[src/rtl/i2c_master_bit_engine_assert.svh]
// assertion macros for the i2c master bit engine
// used by rtl modules that check their own sequencing; expects clk and rst_n in scope
`ifndef I2C_MASTER_BIT_ENGINE_ASSERT_SVH
`define I2C_MASTER_BIT_ENGINE_ASSERT_SVH

`ifndef SYNTHESIS

// condition and consequence in the same cycle
`define I2C_MBE_ASSERT_NOW(lbl, ante, cons) \
  lbl: assert property (@(posedge clk) disable iff (!rst_n) (ante) |-> (cons)) \
    else $error("i2c_mbe same-cycle check failed");

// consequence holds in the cycle after the condition
`define I2C_MBE_ASSERT_NEXT(lbl, ante, cons) \
  lbl: assert property (@(posedge clk) disable iff (!rst_n) (ante) |=> (cons)) \
    else $error("i2c_mbe next-cycle check failed");

`else

`define I2C_MBE_ASSERT_NOW(lbl, ante, cons)
`define I2C_MBE_ASSERT_NEXT(lbl, ante, cons)

`endif

`endif

[src/rtl/i2c_mbe_pkg.sv]
// types and constants shared by the i2c master bit engine
// no dependencies
`timescale 1ns / 1ps

package i2c_mbe_pkg;

  // command codes carried in the opcode field
  localparam logic [2:0] OP_NONE  = 3'd0;
  localparam logic [2:0] OP_START = 3'd1;
  localparam logic [2:0] OP_STOP  = 3'd2;
  localparam logic [2:0] OP_SEND  = 3'd3;
  localparam logic [2:0] OP_WACK  = 3'd4;
  localparam logic [2:0] OP_READ  = 3'd5;

  // configuration register indexes
  localparam logic CFG_TICKS_PER_US = 1'b0;
  localparam logic CFG_ACK_TIMEOUT  = 1'b1;

  localparam int unsigned TPU_W   = 10;
  localparam int unsigned DELAY_W = 14;

  localparam logic [TPU_W-1:0] TPU_RESET     = 10'd1;
  localparam logic [7:0]       TIMEOUT_RESET = 8'd250;

  // sequencer phase, one-hot
  typedef enum logic [5:0] {
    PH_IDLE  = 6'b000001,
    PH_START = 6'b000010,
    PH_STOP  = 6'b000100,
    PH_SEND  = 6'b001000,
    PH_WACK  = 6'b010000,
    PH_READ  = 6'b100000
  } phase_t;

  // one tick of input
  typedef struct packed {
    logic [2:0] opcode;
    logic [7:0] tx_byte;
    logic       send_ack;
    logic       sda_in;
  } item_t;

  // line and status after one tick
  typedef struct packed {
    logic       scl_level;
    logic       sda_level;
    logic       sda_enable;
    logic       busy_res;
    logic       done_res;
    logic [7:0] rx_byte;
    logic       ack_failed;
  } res_t;

  // command code to the phase that runs it
  function automatic phase_t op_to_phase(input logic [2:0] op);
    phase_t ph;
    case (op)
      OP_START: ph = PH_START;
      OP_STOP:  ph = PH_STOP;
      OP_SEND:  ph = PH_SEND;
      OP_WACK:  ph = PH_WACK;
      OP_READ:  ph = PH_READ;
      default:  ph = PH_IDLE;
    endcase
    return ph;
  endfunction

endpackage

[src/rtl/i2c_mbe_in_if.sv]
// input channel of the i2c master bit engine: one tick per transaction
// no dependencies
`timescale 1ns / 1ps

interface i2c_mbe_in_if;
  logic       valid;
  logic       ready;
  logic [2:0] opcode;
  logic [7:0] tx_byte;
  logic       send_ack;
  logic       sda_in;

  modport source (output valid, output opcode, output tx_byte, output send_ack,
                  output sda_in, input ready);
  modport sink (input valid, input opcode, input tx_byte, input send_ack,
                input sda_in, output ready);
endinterface

[src/rtl/i2c_mbe_out_if.sv]
// result channel of the i2c master bit engine: line state per transaction
// no dependencies
`timescale 1ns / 1ps

interface i2c_mbe_out_if;
  logic       valid;
  logic       ready;
  logic       scl_level;
  logic       sda_level;
  logic       sda_enable;
  logic       busy_res;
  logic       done_res;
  logic [7:0] rx_byte;
  logic       ack_failed;

  modport source (output valid, output scl_level, output sda_level, output sda_enable,
                  output busy_res, output done_res, output rx_byte, output ack_failed,
                  input ready);
  modport sink (input valid, input scl_level, input sda_level, input sda_enable,
                input busy_res, input done_res, input rx_byte, input ack_failed,
                output ready);
endinterface

[src/rtl/i2c_master_bit_engine.sv]
// I2C master bit engine. Each input transaction is one tick of the bus sequencer and
// yields one result transaction with the SCL/SDA drive and status after that tick.
// One transaction is taken every cycle unless the result channel stalls; a result passes
// through the input register and the step logic into the result register; the step logic
// advances the sequencer exactly once per tick. Commands arriving while busy are ignored.
// Depends on i2c_mbe_pkg, i2c_mbe_in_if, i2c_mbe_out_if and i2c_mbe_core.
`timescale 1ns / 1ps

module i2c_master_bit_engine
  import i2c_mbe_pkg::*;
(
  input  logic       clk,
  input  logic       rst_n,
  i2c_mbe_in_if.sink     in_ch,
  i2c_mbe_out_if.source  out_ch,
  input  logic       cfg_we,
  input  logic       cfg_index,
  input  logic [9:0] cfg_wdata
);

  logic             s1_valid_r, s1_valid_nxt;
  item_t            s1_item_r;
  logic             out_valid_r, out_valid_nxt;
  res_t             out_res_r;
  res_t             step_res;
  logic             in_acc;
  logic             advance;
  logic [TPU_W-1:0] tpu_r;
  logic [7:0]       timeout_r;

  // configuration registers
  always_ff @(posedge clk) begin
    if (!rst_n) begin
      tpu_r     <= TPU_RESET;
      timeout_r <= TIMEOUT_RESET;
    end else if (cfg_we) begin
      case (cfg_index)
        CFG_TICKS_PER_US: tpu_r     <= cfg_wdata[TPU_W-1:0];
        CFG_ACK_TIMEOUT:  timeout_r <= cfg_wdata[7:0];
        default:          tpu_r     <= tpu_r;
      endcase
    end
  end

  // handshake between input register and result register
  assign advance      = s1_valid_r && (!out_valid_r || out_ch.ready);
  assign in_ch.ready  = !s1_valid_r || advance;
  assign in_acc       = in_ch.valid && in_ch.ready;
  assign s1_valid_nxt = in_acc ? 1'b1 : (advance ? 1'b0 : s1_valid_r);
  assign out_valid_nxt = advance ? 1'b1 : (out_ch.ready ? 1'b0 : out_valid_r);

  always_ff @(posedge clk) begin
    if (!rst_n) begin
      s1_valid_r  <= 1'b0;
      out_valid_r <= 1'b0;
    end else begin
      s1_valid_r  <= s1_valid_nxt;
      out_valid_r <= out_valid_nxt;
    end
  end

  // payload registers
  always_ff @(posedge clk) begin
    if (in_acc) begin
      s1_item_r.opcode   <= in_ch.opcode;
      s1_item_r.tx_byte  <= in_ch.tx_byte;
      s1_item_r.send_ack <= in_ch.send_ack;
      s1_item_r.sda_in   <= in_ch.sda_in;
    end
    if (advance) begin
      out_res_r <= step_res;
    end
  end

  // sequencer step
  i2c_mbe_core u_core (
    .clk          (clk),
    .rst_n        (rst_n),
    .step_en      (advance),
    .item         (s1_item_r),
    .ticks_per_us (tpu_r),
    .ack_timeout  (timeout_r),
    .res          (step_res)
  );

  // result channel
  assign out_ch.valid      = out_valid_r;
  assign out_ch.scl_level  = out_res_r.scl_level;
  assign out_ch.sda_level  = out_res_r.sda_level;
  assign out_ch.sda_enable = out_res_r.sda_enable;
  assign out_ch.busy_res   = out_res_r.busy_res;
  assign out_ch.done_res   = out_res_r.done_res;
  assign out_ch.rx_byte    = out_res_r.rx_byte;
  assign out_ch.ack_failed = out_res_r.ack_failed;

endmodule

[src/rtl/i2c_mbe_core.sv]
// sequencer state and one-tick step logic of the i2c master bit engine
// depends on i2c_mbe_pkg and i2c_master_bit_engine_assert.svh
`timescale 1ns / 1ps
`include "i2c_master_bit_engine_assert.svh"

module i2c_mbe_core
  import i2c_mbe_pkg::*;
(
  input  logic             clk,
  input  logic             rst_n,
  input  logic             step_en,
  input  item_t            item,
  input  logic [TPU_W-1:0] ticks_per_us,
  input  logic [7:0]       ack_timeout,
  output res_t             res
);

  phase_t             phase_r, phase_nxt;
  logic [2:0]         sub_r, sub_nxt;
  logic [3:0]         bit_r, bit_nxt;
  logic [7:0]         shift_r, shift_nxt;
  logic [DELAY_W-1:0] delay_r, delay_nxt;
  logic [7:0]         poll_r, poll_nxt;
  logic               scl_r, scl_nxt;
  logic               sda_r, sda_nxt;
  logic               sda_en_r, sda_en_nxt;
  logic [7:0]         rx_r, rx_nxt;
  logic               fail_r, fail_nxt;
  logic               ack_r, ack_nxt;
  logic               done;
  logic               run;

  logic [TPU_W-1:0]   tpu_eff;
  logic [DELAY_W-1:0] hold1, hold2, hold4, hold10;

  // delay loads for 1, 2, 4 and 10 microseconds, minus the step tick itself
  assign tpu_eff = (ticks_per_us == '0) ? TPU_W'(1) : ticks_per_us;
  assign hold1   = {4'b0, tpu_eff} - DELAY_W'(1);
  assign hold2   = {3'b0, tpu_eff, 1'b0} - DELAY_W'(1);
  assign hold4   = {2'b0, tpu_eff, 2'b0} - DELAY_W'(1);
  assign hold10  = ({1'b0, tpu_eff, 3'b0} + {3'b0, tpu_eff, 1'b0}) - DELAY_W'(1);

  // next state for one tick
  always_comb begin
    phase_nxt  = phase_r;
    sub_nxt    = sub_r;
    bit_nxt    = bit_r;
    shift_nxt  = shift_r;
    delay_nxt  = delay_r;
    poll_nxt   = poll_r;
    scl_nxt    = scl_r;
    sda_nxt    = sda_r;
    sda_en_nxt = sda_en_r;
    rx_nxt     = rx_r;
    fail_nxt   = fail_r;
    ack_nxt    = ack_r;
    done       = 1'b0;
    run        = 1'b0;

    // accept a command, count a delay, or run the next step
    if (phase_r == PH_IDLE) begin
      if ((item.opcode >= OP_START) && (item.opcode <= OP_READ)) begin
        run       = 1'b1;
        phase_nxt = op_to_phase(item.opcode);
        sub_nxt   = 3'd0;
        delay_nxt = '0;
        if (item.opcode == OP_SEND) shift_nxt = item.tx_byte;
        if (item.opcode == OP_READ) ack_nxt = item.send_ack;
      end
    end else if (delay_r != '0) begin
      delay_nxt = delay_r - DELAY_W'(1);
    end else begin
      run = 1'b1;
    end

    if (run) begin
      case (phase_nxt)
        PH_START: begin
          case (sub_nxt)
            3'd0: begin
              sda_en_nxt = 1'b1; sda_nxt = 1'b1; delay_nxt = hold1; sub_nxt = 3'd1;
            end
            3'd1: begin
              scl_nxt = 1'b1; delay_nxt = hold4; sub_nxt = 3'd2;
            end
            3'd2: begin
              sda_nxt = 1'b0; delay_nxt = hold4; sub_nxt = 3'd3;
            end
            default: begin
              scl_nxt = 1'b0;
              phase_nxt = PH_IDLE; sub_nxt = 3'd0; delay_nxt = '0; done = 1'b1;
            end
          endcase
        end
        PH_STOP: begin
          case (sub_nxt)
            3'd0: begin
              scl_nxt = 1'b0; sda_en_nxt = 1'b1; sda_nxt = 1'b0;
              delay_nxt = '0; sub_nxt = 3'd1;
            end
            3'd1: begin
              scl_nxt = 1'b1; delay_nxt = hold4; sub_nxt = 3'd2;
            end
            3'd2: begin
              sda_nxt = 1'b1; delay_nxt = hold4; sub_nxt = 3'd3;
            end
            default: begin
              phase_nxt = PH_IDLE; sub_nxt = 3'd0; delay_nxt = '0; done = 1'b1;
            end
          endcase
        end
        PH_SEND: begin
          case (sub_nxt)
            3'd0: begin
              sda_en_nxt = 1'b1; scl_nxt = 1'b0; bit_nxt = 4'd0;
              delay_nxt = hold10; sub_nxt = 3'd1;
            end
            // msb onto the data line while the clock is low
            3'd1: begin
              sda_nxt   = shift_nxt[7];
              shift_nxt = {shift_nxt[6:0], 1'b0};
              delay_nxt = hold4; sub_nxt = 3'd2;
            end
            3'd2: begin
              scl_nxt = 1'b1; delay_nxt = hold4; sub_nxt = 3'd3;
            end
            3'd3: begin
              scl_nxt   = 1'b0; delay_nxt = hold4;
              bit_nxt   = bit_r + 4'd1;
              sub_nxt   = bit_nxt[3] ? 3'd4 : 3'd1;
            end
            default: begin
              phase_nxt = PH_IDLE; sub_nxt = 3'd0; delay_nxt = '0; done = 1'b1;
            end
          endcase
        end
        PH_WACK: begin
          case (sub_nxt)
            3'd0: begin
              sda_en_nxt = 1'b0; scl_nxt = 1'b1; delay_nxt = hold1; sub_nxt = 3'd1;
            end
            3'd1: begin
              sda_en_nxt = 1'b0; sda_nxt = 1'b1; poll_nxt = 8'd0;
              delay_nxt = hold1; sub_nxt = 3'd2;
            end
            // poll once per tick; on timeout fall into the stop sequence
            3'd2: begin
              if (!item.sda_in) begin
                delay_nxt = hold1; sub_nxt = 3'd3;
              end else if (poll_r == ack_timeout) begin
                fail_nxt  = 1'b1;
                phase_nxt = PH_STOP; sub_nxt = 3'd0; delay_nxt = '0;
              end else begin
                poll_nxt  = poll_r + 8'd1;
                delay_nxt = '0;
              end
            end
            3'd3: begin
              scl_nxt = 1'b0; sda_en_nxt = 1'b1; sda_nxt = 1'b0; fail_nxt = 1'b0;
              delay_nxt = hold1; sub_nxt = 3'd4;
            end
            default: begin
              phase_nxt = PH_IDLE; sub_nxt = 3'd0; delay_nxt = '0; done = 1'b1;
            end
          endcase
        end
        PH_READ: begin
          case (sub_nxt)
            3'd0: begin
              sda_en_nxt = 1'b0; sda_nxt = 1'b1; scl_nxt = 1'b0;
              bit_nxt = 4'd0; shift_nxt = 8'd0; delay_nxt = '0; sub_nxt = 3'd1;
            end
            3'd1: begin
              scl_nxt = 1'b0; delay_nxt = hold2; sub_nxt = 3'd2;
            end
            // sample data on the clock rise
            3'd2: begin
              scl_nxt   = 1'b1;
              shift_nxt = {shift_r[6:0], item.sda_in};
              bit_nxt   = bit_r + 4'd1;
              delay_nxt = hold1;
              sub_nxt   = bit_nxt[3] ? 3'd3 : 3'd1;
            end
            3'd3: begin
              rx_nxt  = shift_r;
              scl_nxt = 1'b0; sda_en_nxt = 1'b1; sda_nxt = !ack_r;
              delay_nxt = hold2; sub_nxt = 3'd4;
            end
            3'd4: begin
              scl_nxt = 1'b1; delay_nxt = hold2; sub_nxt = 3'd5;
            end
            default: begin
              scl_nxt = 1'b0;
              phase_nxt = PH_IDLE; sub_nxt = 3'd0; delay_nxt = '0; done = 1'b1;
            end
          endcase
        end
        default: begin
          phase_nxt = PH_IDLE; sub_nxt = 3'd0; delay_nxt = '0; done = 1'b1;
        end
      endcase
    end
  end

  // state registers advance once per accepted tick
  always_ff @(posedge clk) begin
    if (!rst_n) begin
      phase_r  <= PH_IDLE;
      sub_r    <= 3'd0;
      bit_r    <= 4'd0;
      shift_r  <= 8'd0;
      delay_r  <= '0;
      poll_r   <= 8'd0;
      scl_r    <= 1'b1;
      sda_r    <= 1'b1;
      sda_en_r <= 1'b0;
      rx_r     <= 8'd0;
      fail_r   <= 1'b0;
      ack_r    <= 1'b0;
    end else if (step_en) begin
      phase_r  <= phase_nxt;
      sub_r    <= sub_nxt;
      bit_r    <= bit_nxt;
      shift_r  <= shift_nxt;
      delay_r  <= delay_nxt;
      poll_r   <= poll_nxt;
      scl_r    <= scl_nxt;
      sda_r    <= sda_nxt;
      sda_en_r <= sda_en_nxt;
      rx_r     <= rx_nxt;
      fail_r   <= fail_nxt;
      ack_r    <= ack_nxt;
    end
  end

  // result of this tick, from the state it leaves
  always_comb begin
    res.scl_level  = scl_nxt;
    res.sda_level  = sda_nxt;
    res.sda_enable = sda_en_nxt;
    res.busy_res   = (phase_nxt != PH_IDLE);
    res.done_res   = done;
    res.rx_byte    = rx_nxt;
    res.ack_failed = fail_nxt;
  end

  // lines hold while a delay counts down
  `I2C_MBE_ASSERT_NEXT(a_lines_hold, step_en && (phase_r != PH_IDLE) && (delay_r != '0), $stable(scl_r) && $stable(sda_r) && $stable(sda_en_r))
  // nothing moves without a tick
  `I2C_MBE_ASSERT_NEXT(a_no_tick_no_move, !step_en, $stable(phase_r) && $stable(delay_r) && $stable(sub_r))
  // failure flag only rises out of wait-ack
  `I2C_MBE_ASSERT_NEXT(a_fail_from_wack, step_en && !fail_r && (phase_r != PH_WACK), !fail_r)
  // an idle sequencer carries no pending delay
  `I2C_MBE_ASSERT_NOW(a_idle_no_delay, phase_r == PH_IDLE, delay_r == '0)

endmodule

[src/flat_wrapper.sv]
// flat-port wrapper written by rule: the top's interface ports become plain ports
module i2c_master_bit_engine_flat import i2c_mbe_pkg::*;
  (clk, rst_n, cfg_we, cfg_index, cfg_wdata, in_ch_valid, in_ch_opcode, in_ch_tx_byte, in_ch_send_ack, in_ch_sda_in, in_ch_ready, out_ch_valid, out_ch_scl_level, out_ch_sda_level, out_ch_sda_enable, out_ch_busy_res, out_ch_done_res, out_ch_rx_byte, out_ch_ack_failed, out_ch_ready);
  i2c_mbe_in_if in_ch_i ();
  i2c_mbe_out_if out_ch_i ();
  input  logic clk;
  input  logic rst_n;
  input  logic cfg_we;
  input  logic cfg_index;
  input  logic [9:0] cfg_wdata;
  input wire logic [$bits(in_ch_i.valid)-1:0] in_ch_valid;
  input wire logic [$bits(in_ch_i.opcode)-1:0] in_ch_opcode;
  input wire logic [$bits(in_ch_i.tx_byte)-1:0] in_ch_tx_byte;
  input wire logic [$bits(in_ch_i.send_ack)-1:0] in_ch_send_ack;
  input wire logic [$bits(in_ch_i.sda_in)-1:0] in_ch_sda_in;
  output wire logic [$bits(in_ch_i.ready)-1:0] in_ch_ready;
  output wire logic [$bits(out_ch_i.valid)-1:0] out_ch_valid;
  output wire logic [$bits(out_ch_i.scl_level)-1:0] out_ch_scl_level;
  output wire logic [$bits(out_ch_i.sda_level)-1:0] out_ch_sda_level;
  output wire logic [$bits(out_ch_i.sda_enable)-1:0] out_ch_sda_enable;
  output wire logic [$bits(out_ch_i.busy_res)-1:0] out_ch_busy_res;
  output wire logic [$bits(out_ch_i.done_res)-1:0] out_ch_done_res;
  output wire logic [$bits(out_ch_i.rx_byte)-1:0] out_ch_rx_byte;
  output wire logic [$bits(out_ch_i.ack_failed)-1:0] out_ch_ack_failed;
  input wire logic [$bits(out_ch_i.ready)-1:0] out_ch_ready;
  assign in_ch_i.valid = in_ch_valid;
  assign in_ch_i.opcode = in_ch_opcode;
  assign in_ch_i.tx_byte = in_ch_tx_byte;
  assign in_ch_i.send_ack = in_ch_send_ack;
  assign in_ch_i.sda_in = in_ch_sda_in;
  assign in_ch_ready = in_ch_i.ready;
  assign out_ch_valid = out_ch_i.valid;
  assign out_ch_scl_level = out_ch_i.scl_level;
  assign out_ch_sda_level = out_ch_i.sda_level;
  assign out_ch_sda_enable = out_ch_i.sda_enable;
  assign out_ch_busy_res = out_ch_i.busy_res;
  assign out_ch_done_res = out_ch_i.done_res;
  assign out_ch_rx_byte = out_ch_i.rx_byte;
  assign out_ch_ack_failed = out_ch_i.ack_failed;
  assign out_ch_i.ready = out_ch_ready;
  i2c_master_bit_engine u_core (.clk(clk), .rst_n(rst_n), .in_ch(in_ch_i), .out_ch(out_ch_i), .cfg_we(cfg_we), .cfg_index(cfg_index), .cfg_wdata(cfg_wdata));
endmodule
[config.mk]
export PLATFORM = sky130hd
export DESIGN_NAME = i2c_master_bit_engine_flat
export DESIGN_NICKNAME = d
export VERILOG_FILES = /design/src/rtl/i2c_mbe_pkg.sv /design/src/rtl/i2c_mbe_in_if.sv /design/src/rtl/i2c_mbe_out_if.sv /design/src/rtl/i2c_master_bit_engine.sv /design/src/rtl/i2c_mbe_core.sv /design/src/flat_wrapper.sv
export VERILOG_INCLUDE_DIRS = /design/src /design/src/rtl
export SDC_FILE = /design/constraint.sdc
export NUM_CORES = 1
export LEC_CHECK = 0
export ABC_AREA = 1
export BUFFER_PORTS_ARGS = -buffer_cell sky130_fd_sc_hd__buf_2
export CELL_PAD_IN_SITES_DETAIL_PLACEMENT = 1
export CELL_PAD_IN_SITES_GLOBAL_PLACEMENT = 1
export CORE_MARGIN = 2
export CORE_UTILIZATION = 44
export DETAILED_ROUTE_END_ITERATION = 8
export PLACE_DENSITY_LB_ADDON = 0.1
export SLEW_MARGIN = 20
export SYNTH_ARGS = -nofsm -noshare
export SYNTH_HDL_FRONTEND = slang
export SYNTH_SLANG_ARGS = --single-unit
[constraint.sdc]
create_clock -name clk -period 2.9 [get_ports clk]
set_input_delay 0.435 -clock clk [delete_from_list [all_inputs] [get_ports clk]]
set_output_delay 0.435 -clock clk [all_outputs]
set_load 0.03 [all_outputs]
=== Word level (Yosys, flattened, before mapping) ===
Index checks and enable logic that the tools add are counted.
Widths: inputs -> output; s select.

* Equal/unequal tests: 22
* $lt $le $gt $ge: 2
* Bitwise gates (word level): 1
* Reduce and logical (&&, ||, !) cells: 36
* Mux-type cells: 86
* Add/subtract/negate cells: 8

{| class="wikitable"
|+ Operator list
! kind !! number
|-
| $pmux 14 s2 || 4
|-
| $mux 14 || 6
|-
| $mux 8 || 10
|-
| $pmux 14 s5 || 1
|-
| $mux 6 || 8
|-
| $pmux 8 s2 || 3
|-
| $pmux 3 s4 || 3
|-
| $pmux 6 s5 || 1
|-
| $sub 14x1->14 const B || 2
|-
| $pmux 4 s2 || 3
|-
| $pmux 6 s4 || 1
|-
| $pmux 1 s2 || 11
|-
| $mux 1 || 20
|-
| $mux 3 || 6
|-
| $pmux 3 s5 || 1
|-
| $reduce_or 3->1 || 5
|-
| $add 13x11->14 || 1
|-
| $reduce_bool 14->1 || 1
|-
| $reduce_or 2->1 || 7
|-
| $sub 12x1->13 const B || 1
|-
| $eq 3x2->1 const B || 4
|-
| $pmux 6 s2 || 1
|-
| $sub 11x1->12 const B || 1
|-
| $sub 10x1->11 const B || 1
|-
| 38 further kinds || 53
|}

* Bits in registers: 103
* Input port bits: 29

=== Longest topological paths before layout ===
* Word-level depth: 10
* Depth in mapped cells: 26
* Depth with buffers taken out: 26

=== Cells and area by module ===
Synthesis repeated with hierarchy kept, for this count alone.

* Cell total of the unflattened synthesis: 1329
* Area, all modules: 8216.6 µm²

{| class="wikitable"
|+ Modules (own cells, without submodules)
! module !! area each (µm²) !! instances !! seq. area each (µm²) !! cells each
|-
| i2c_mbe_core || 6597.6 || 1 || 1121.1 || 1191
|-
| i2c_master_bit_engine || 1619.1 || 1 || 1211.2 || 138
|}

=== Worst setup path after synthesis ===
OpenSTA, ideal clock, no wires.

* Path type: register to register
* Start point: register u_core.tpu_r[8]
* End point: register u_core.u_core.delay_r[12]
* Buffers on the path: 0
* Stages on the path, launching flop included: 25
* Arrival: 2.487 ns
* Period minus slack after synthesis: 2.596 ns
* Slack: 0.304 ns
* Data required time: 2.791 ns
* Cells stage by stage: dfxtp_1 > inv_1 > ha_1 > nand3_1 > nor2_1 > nor2_1 > inv_1 > ha_1 > inv_1 > ha_1 > nand2_1 > nor2_1 > nand3_1 > nand3_1 > nand2_1 > nand3_1 > nand2_1 > nand2_1 > nand2_1 > nor2_1 > nand2_1 > nand2_1 > nand3_1 > nand2_1 > inv_1

* Word-level cells in the longest chain between the ends: 7

{| class="wikitable"
|+ RTL lines
! item !! RTL line !! text
|-
| start: declaration || i2c_master_bit_engine.sv:28 || <nowiki>logic [TPU_W-1:0] tpu_r;</nowiki>
|-
| start signal: assignment || i2c_master_bit_engine.sv:38 || <nowiki>CFG_TICKS_PER_US: tpu_r <= cfg_wdata[TPU_W-1:0];</nowiki>
|-
| start signal: assignment || i2c_master_bit_engine.sv:40 || <nowiki>default: tpu_r <= tpu_r;</nowiki>
|-
| $logic_not 10->1 || i2c_mbe_core.sv:37 || <nowiki>assign tpu_eff = (ticks_per_us == '0) ? TPU_W'(1) : ticks_per_us;</nowiki>
|-
| $mux 10 * || i2c_mbe_core.sv:37 ||
|-
| $add 13x11->14 / $sub 10x1->11 (equally long branches) || i2c_mbe_core.sv:41, i2c_mbe_core.sv:38 ||
|-
| $sub 14x1->14 / $mux 14 (equally long branches) || i2c_mbe_core.sv:41, i2c_mbe_core.sv:148 ||
|-
| $pmux 14 s2, on equally long branches || i2c_mbe_core.sv:113, i2c_mbe_core.sv:138 ||
|-
| $pmux 14 s5 * || i2c_mbe_core.sv:77 || <nowiki>case (phase_nxt)</nowiki>
|-
| $mux 14 * || i2c_mbe_core.sv:76 || <nowiki>if (run) begin</nowiki>
|-
| end signal: assignment || i2c_mbe_core.sv:225 || <nowiki>delay_r <= delay_nxt;</nowiki>
|-
| end: declaration || i2c_mbe_core.sv:22 || <nowiki>logic [DELAY_W-1:0] delay_r, delay_nxt;</nowiki>
|}

Every way passes the cells marked *; elsewhere a longest branch is shown, timed or not.
A chain may end at the register's enable or synchronous reset.

==> impl_metrics.toml <==
[worst_setup_path]
slowest_delay_ns = 0.33
critical_path_arrival_ns = 2.89
cp-end-kind = "register"
critical_path.top_delay_family = "simple AND/OR/NAND/NOR gates"
rr_startpoint = "u_core.u_core.phase_r[2]"
largest_fanout_on_the_critical_path = 16
setup.worst_path.class = "register to register"
worstPathRequired_ns = 3.00
crit_chain = "nor2_1 > nand2_2 > nor2_8 > nand2_4 > nand2_1 > nand2_2 > nand2_4 > nor2_2 > nand2_1 > nand2_1 > nand2_1 > nand4_1 > o21ai_1 > nand3_1"
cells_on_worst_reg2reg_path = 14
setup.reg_to_reg.worst_slack_ns = 0.10
crit_path_top_delay_cell = "dfxtp_1"
start_kind = "register"
reg2reg_to = "u_core.out_ch.busy_res"
launch_point_of_the_critical_path = "u_core.u_core.phase_r[2]"
cpMostUsedCell = "nand2_1"
cp.buffers_inverters = 0

[clock_tree]
ctsHtreeMaxLevel = 3
holdBufCountCts = 0
worstSkewPairLatency_ns = 0.36
clockBufferDepth = 2
clock_sink_count = 103
cts-buffers-inserted = 9
clkTransAtPathRegs_ns = 0.08
clk_root_buffer_cell = "clkbuf_16"
tritoncts = "yes"

[synthesis]
postSynthAreaPerCell_um2 = 6.40
area_share_of_the_leading_cell_type_in_the_synthesized_netlist_pct = 19.4
netlist_top_cells_area = "dfxtp_1, nand2_1, edfxtp_1"
synthesis.yosys.warnings = 0
synth-seq-area-share_pct = 29.8
synth.distinct_cells = 48
synth.ff_latch_count = 103
synth_flop_cell = "dfxtp_1"
mappedNetlistArea_um2 = 7830
syn_inst = 1224
synthArstFlopShare_pct = 0
syn-num-nets = 1275
synth_largest_area_cell = "dfxtp_1"
synth-edff-count = 27

[pwr]
power_frac_comb_pct = 35.8
intPower_mw = 2.80
power.share.sequential_pct = 35.6
netSwitchingFraction_pct = 39.3
power.density_cell_area_nw_per_um2 = 521
pwr_total_mw = 4.62
p_sw_mw = 1.82
clock_network_fraction_of_total_power_pct = 28.6
vdd.ir_drop.worst_mv = 0.317
leakagePower_nw = 4.26

[timing]
layout_min_cycle_time_ns = 2.80
final_min_period_over_clock_period_pct = 96.4
fin_tns_setup_ns = 0
setup_repair_after_global_routing_missed_its_margin = "yes"
maxSlewHeadroom_pct = 64.6
tightest_slew_ns = 0.529
finalClockSkew_ns = 0.0135
finalHoldViolCount = 0
fin_hold_ws_ns = 0.242
number_of_endpoints_failing_setup_at_the_final_stage = 0
final-max-slew-violation-count = 0
max_clock_freq_mhz = 358

[run]
cap_violations = 0

[status]
outcome = "finished clean"

[route]
vias_per_cell = 5.48
route.antenna.remaining_nets = 0
dr_total_vias = 8259
route.detailed.wl_per_inst_um = 17.1
wl_um = 25800
drc_violation_total_after_the_first_tritonroute_iteration = 354
dr.pass1.iters = 4
post_detailed_route_drc_marker_count = 0

[global_route]
total_overflow_reported_by_the_global_router = 0
grt_pass1_vias = 8559
grt_start_max_net_pins = 34
first_pass_grt_wire_length_um = 42200
grt.total_usage_pct = 28.4
grt_antenna_before_repair = 0

[min_path]
worst_hold_startpoint = "in_ch_opcode[1]"
worstHoldEndpoint = "u_core.s1_item_r[11]"
worst_min_delay_path_category = "primary input to register"
min_path_cells = 1

[floorplanning]
top_level_ports = 45
floorplan.die.width_um = 137
floorplan.die_area_um2 = 18900
placeableCoreArea_um2 = 17400
start_util_pct = 45.1
floorplan.die.height_um = 137
placementRows = 48

[place]
buffer_ports.inserted = 44
weighted_congestion_at_the_end_of_routability_driven_global_placement = 0.922
dp.cells = 1488
dpl.hpwl_um = 19700

[final_layout]
final_util_pct = 51.0
antenna_cells = 0
final_layout_size_suffix_gt1_share_pct = 15.1
finalNetCount = 1327
flow.area_growth_from_synthesis_pct = 13.1
layout.cells.non_filler = 1506
cell usage in the layout (no fill, tap or decap), types with 3 or more instances in the layout:
cell type  synthesis  layout
o211ai_1           6       6
inv_2              9       9
buf_4              5      43
inv_6              0       3
inv_1            151     150
and2_1             3       3
o21ai_2            8       9
xnor2_1            8       8
nand3_1           84      84
nor3_1             8       8
o21ai_0          114     112
nand2_1          317     313
clkinv_1           3       3
buf_2             10      44
nor2_2             5      12
dfxtp_1           76      76
a21oi_2            0       4
nand4_1           34      34
ha_4               0       3
nand3b_1           4       4
o22ai_1            5       5
nor3_2             3       3
nor2_1           106      99
edfxtp_1          27      27
a21oi_1           86      82
nand2_4            7       8
ha_1              21      16
o21ai_1           17      18
xor2_1            23      23
nand3_2            4       4
a31oi_1            7       7
clkbuf_16          0       9
nand2_2           21      24
final cells by class:
| type | count | area, µm² |
|---|---|---|
| well taps | 225 | 282 |
| clock buffers | 9 | 225 |
| inverters | 164 | 623 |
| repair buffers | 87 | 543 |
| fillers | 2413 | 8500 |
| multi-input cells | 911 | 4750 |
| flip-flops and latches | 103 | 2330 |
| clock inverters | 7 | 100 |
cells by family after synthesis:
logic type,synth area share [%]
simple gates,34.8
compound gates,17.5
buf+inv,10.8
flops,29.8
xor+xnor,3.47
fa+ha+maj,3.61
timing repair:
item                       4_1_cts  5_1_grt
setup endpoints to repair        0       21
buffers inserted                 0        2
resized for setup                0       30
power groups by stage:
| stage | clock, mW | sequential [mW] | combinational [mW] |
|---|---|---|---|
| after floorplan | 0 | 1.68 | 1.09 |
| after global placement | 0 | 1.67 | 1.55 |
| after detailed placement | 0 | 1.68 | 1.58 |
| after CTS | 1.36 | 1.64 | 1.59 |
| after global routing | 1.41 | 1.66 | 1.84 |
| final | 1.32 | 1.64 | 1.65 |
synthesized netlist by cell type, types with 8 or more instances:
library cell and count:
nand2_1 317, inv_1 151, o21ai_0 114, nor2_1 106, a21oi_1 86, nand3_1 84
dfxtp_1 76, nand4_1 34, clkbuf_1 27, edfxtp_1 27, xor2_1 23, ha_1 21
nand2_2 21, o21ai_1 17, buf_2 10, inv_2 9, nor3_1 8, o21ai_2 8
xnor2_1 8
flip-flops by register name, summed over array words and instances, names as in the netlist, 3 cells and up:
name	count
u_core.u_core.bit_r	4
u_core.tpu_r	10
u_core.out_ch.rx_byte	8
u_core.u_core.poll_r	8
u_core.u_core.delay_r	14
u_core.u_core.phase_r	6
u_core.u_core.shift_r	8
u_core.s1_item_r	13
u_core.timeout_r	8
u_core.u_core.sub_r	3
u_core.u_core.rx_r	8
worst max-delay path by stage:
stage / depth (start not counted) / to / slack, ns
after detailed placement: 21 / u_core.u_core.delay_r[13] / 0.03
final: 14 / u_core.out_ch.busy_res / 0.10
after CTS: 21 / u_core.u_core.delay_r[13] / 0.02
after floorplan: 24 / u_core.u_core.delay_r[12] / 0.30
after global placement: 21 / u_core.u_core.delay_r[13] / 0.11
after global routing: 23 / u_core.u_core.delay_r[13] / -0.07
metal layers:
metal,share of wire [%],track usage [%]
met2,50,51.4
met3,3.4,4.05
met5,0,0
met1,45,34.9
met4,2.3,8.08
through the flow:
| step | cell area (µm²) | worst slack, ns |
|---|---|---|
| after floorplan | 7830 | 0.304 |
| after global placement | 8410 | 0.111 |
| after detailed placement | 8410 | 0.0295 |
| after CTS | 8740 | 0.0196 |
| after global routing | 8860 | -0.0667 |
| final | 8860 | 0.105 |
(Power assumes the default switching activity.)
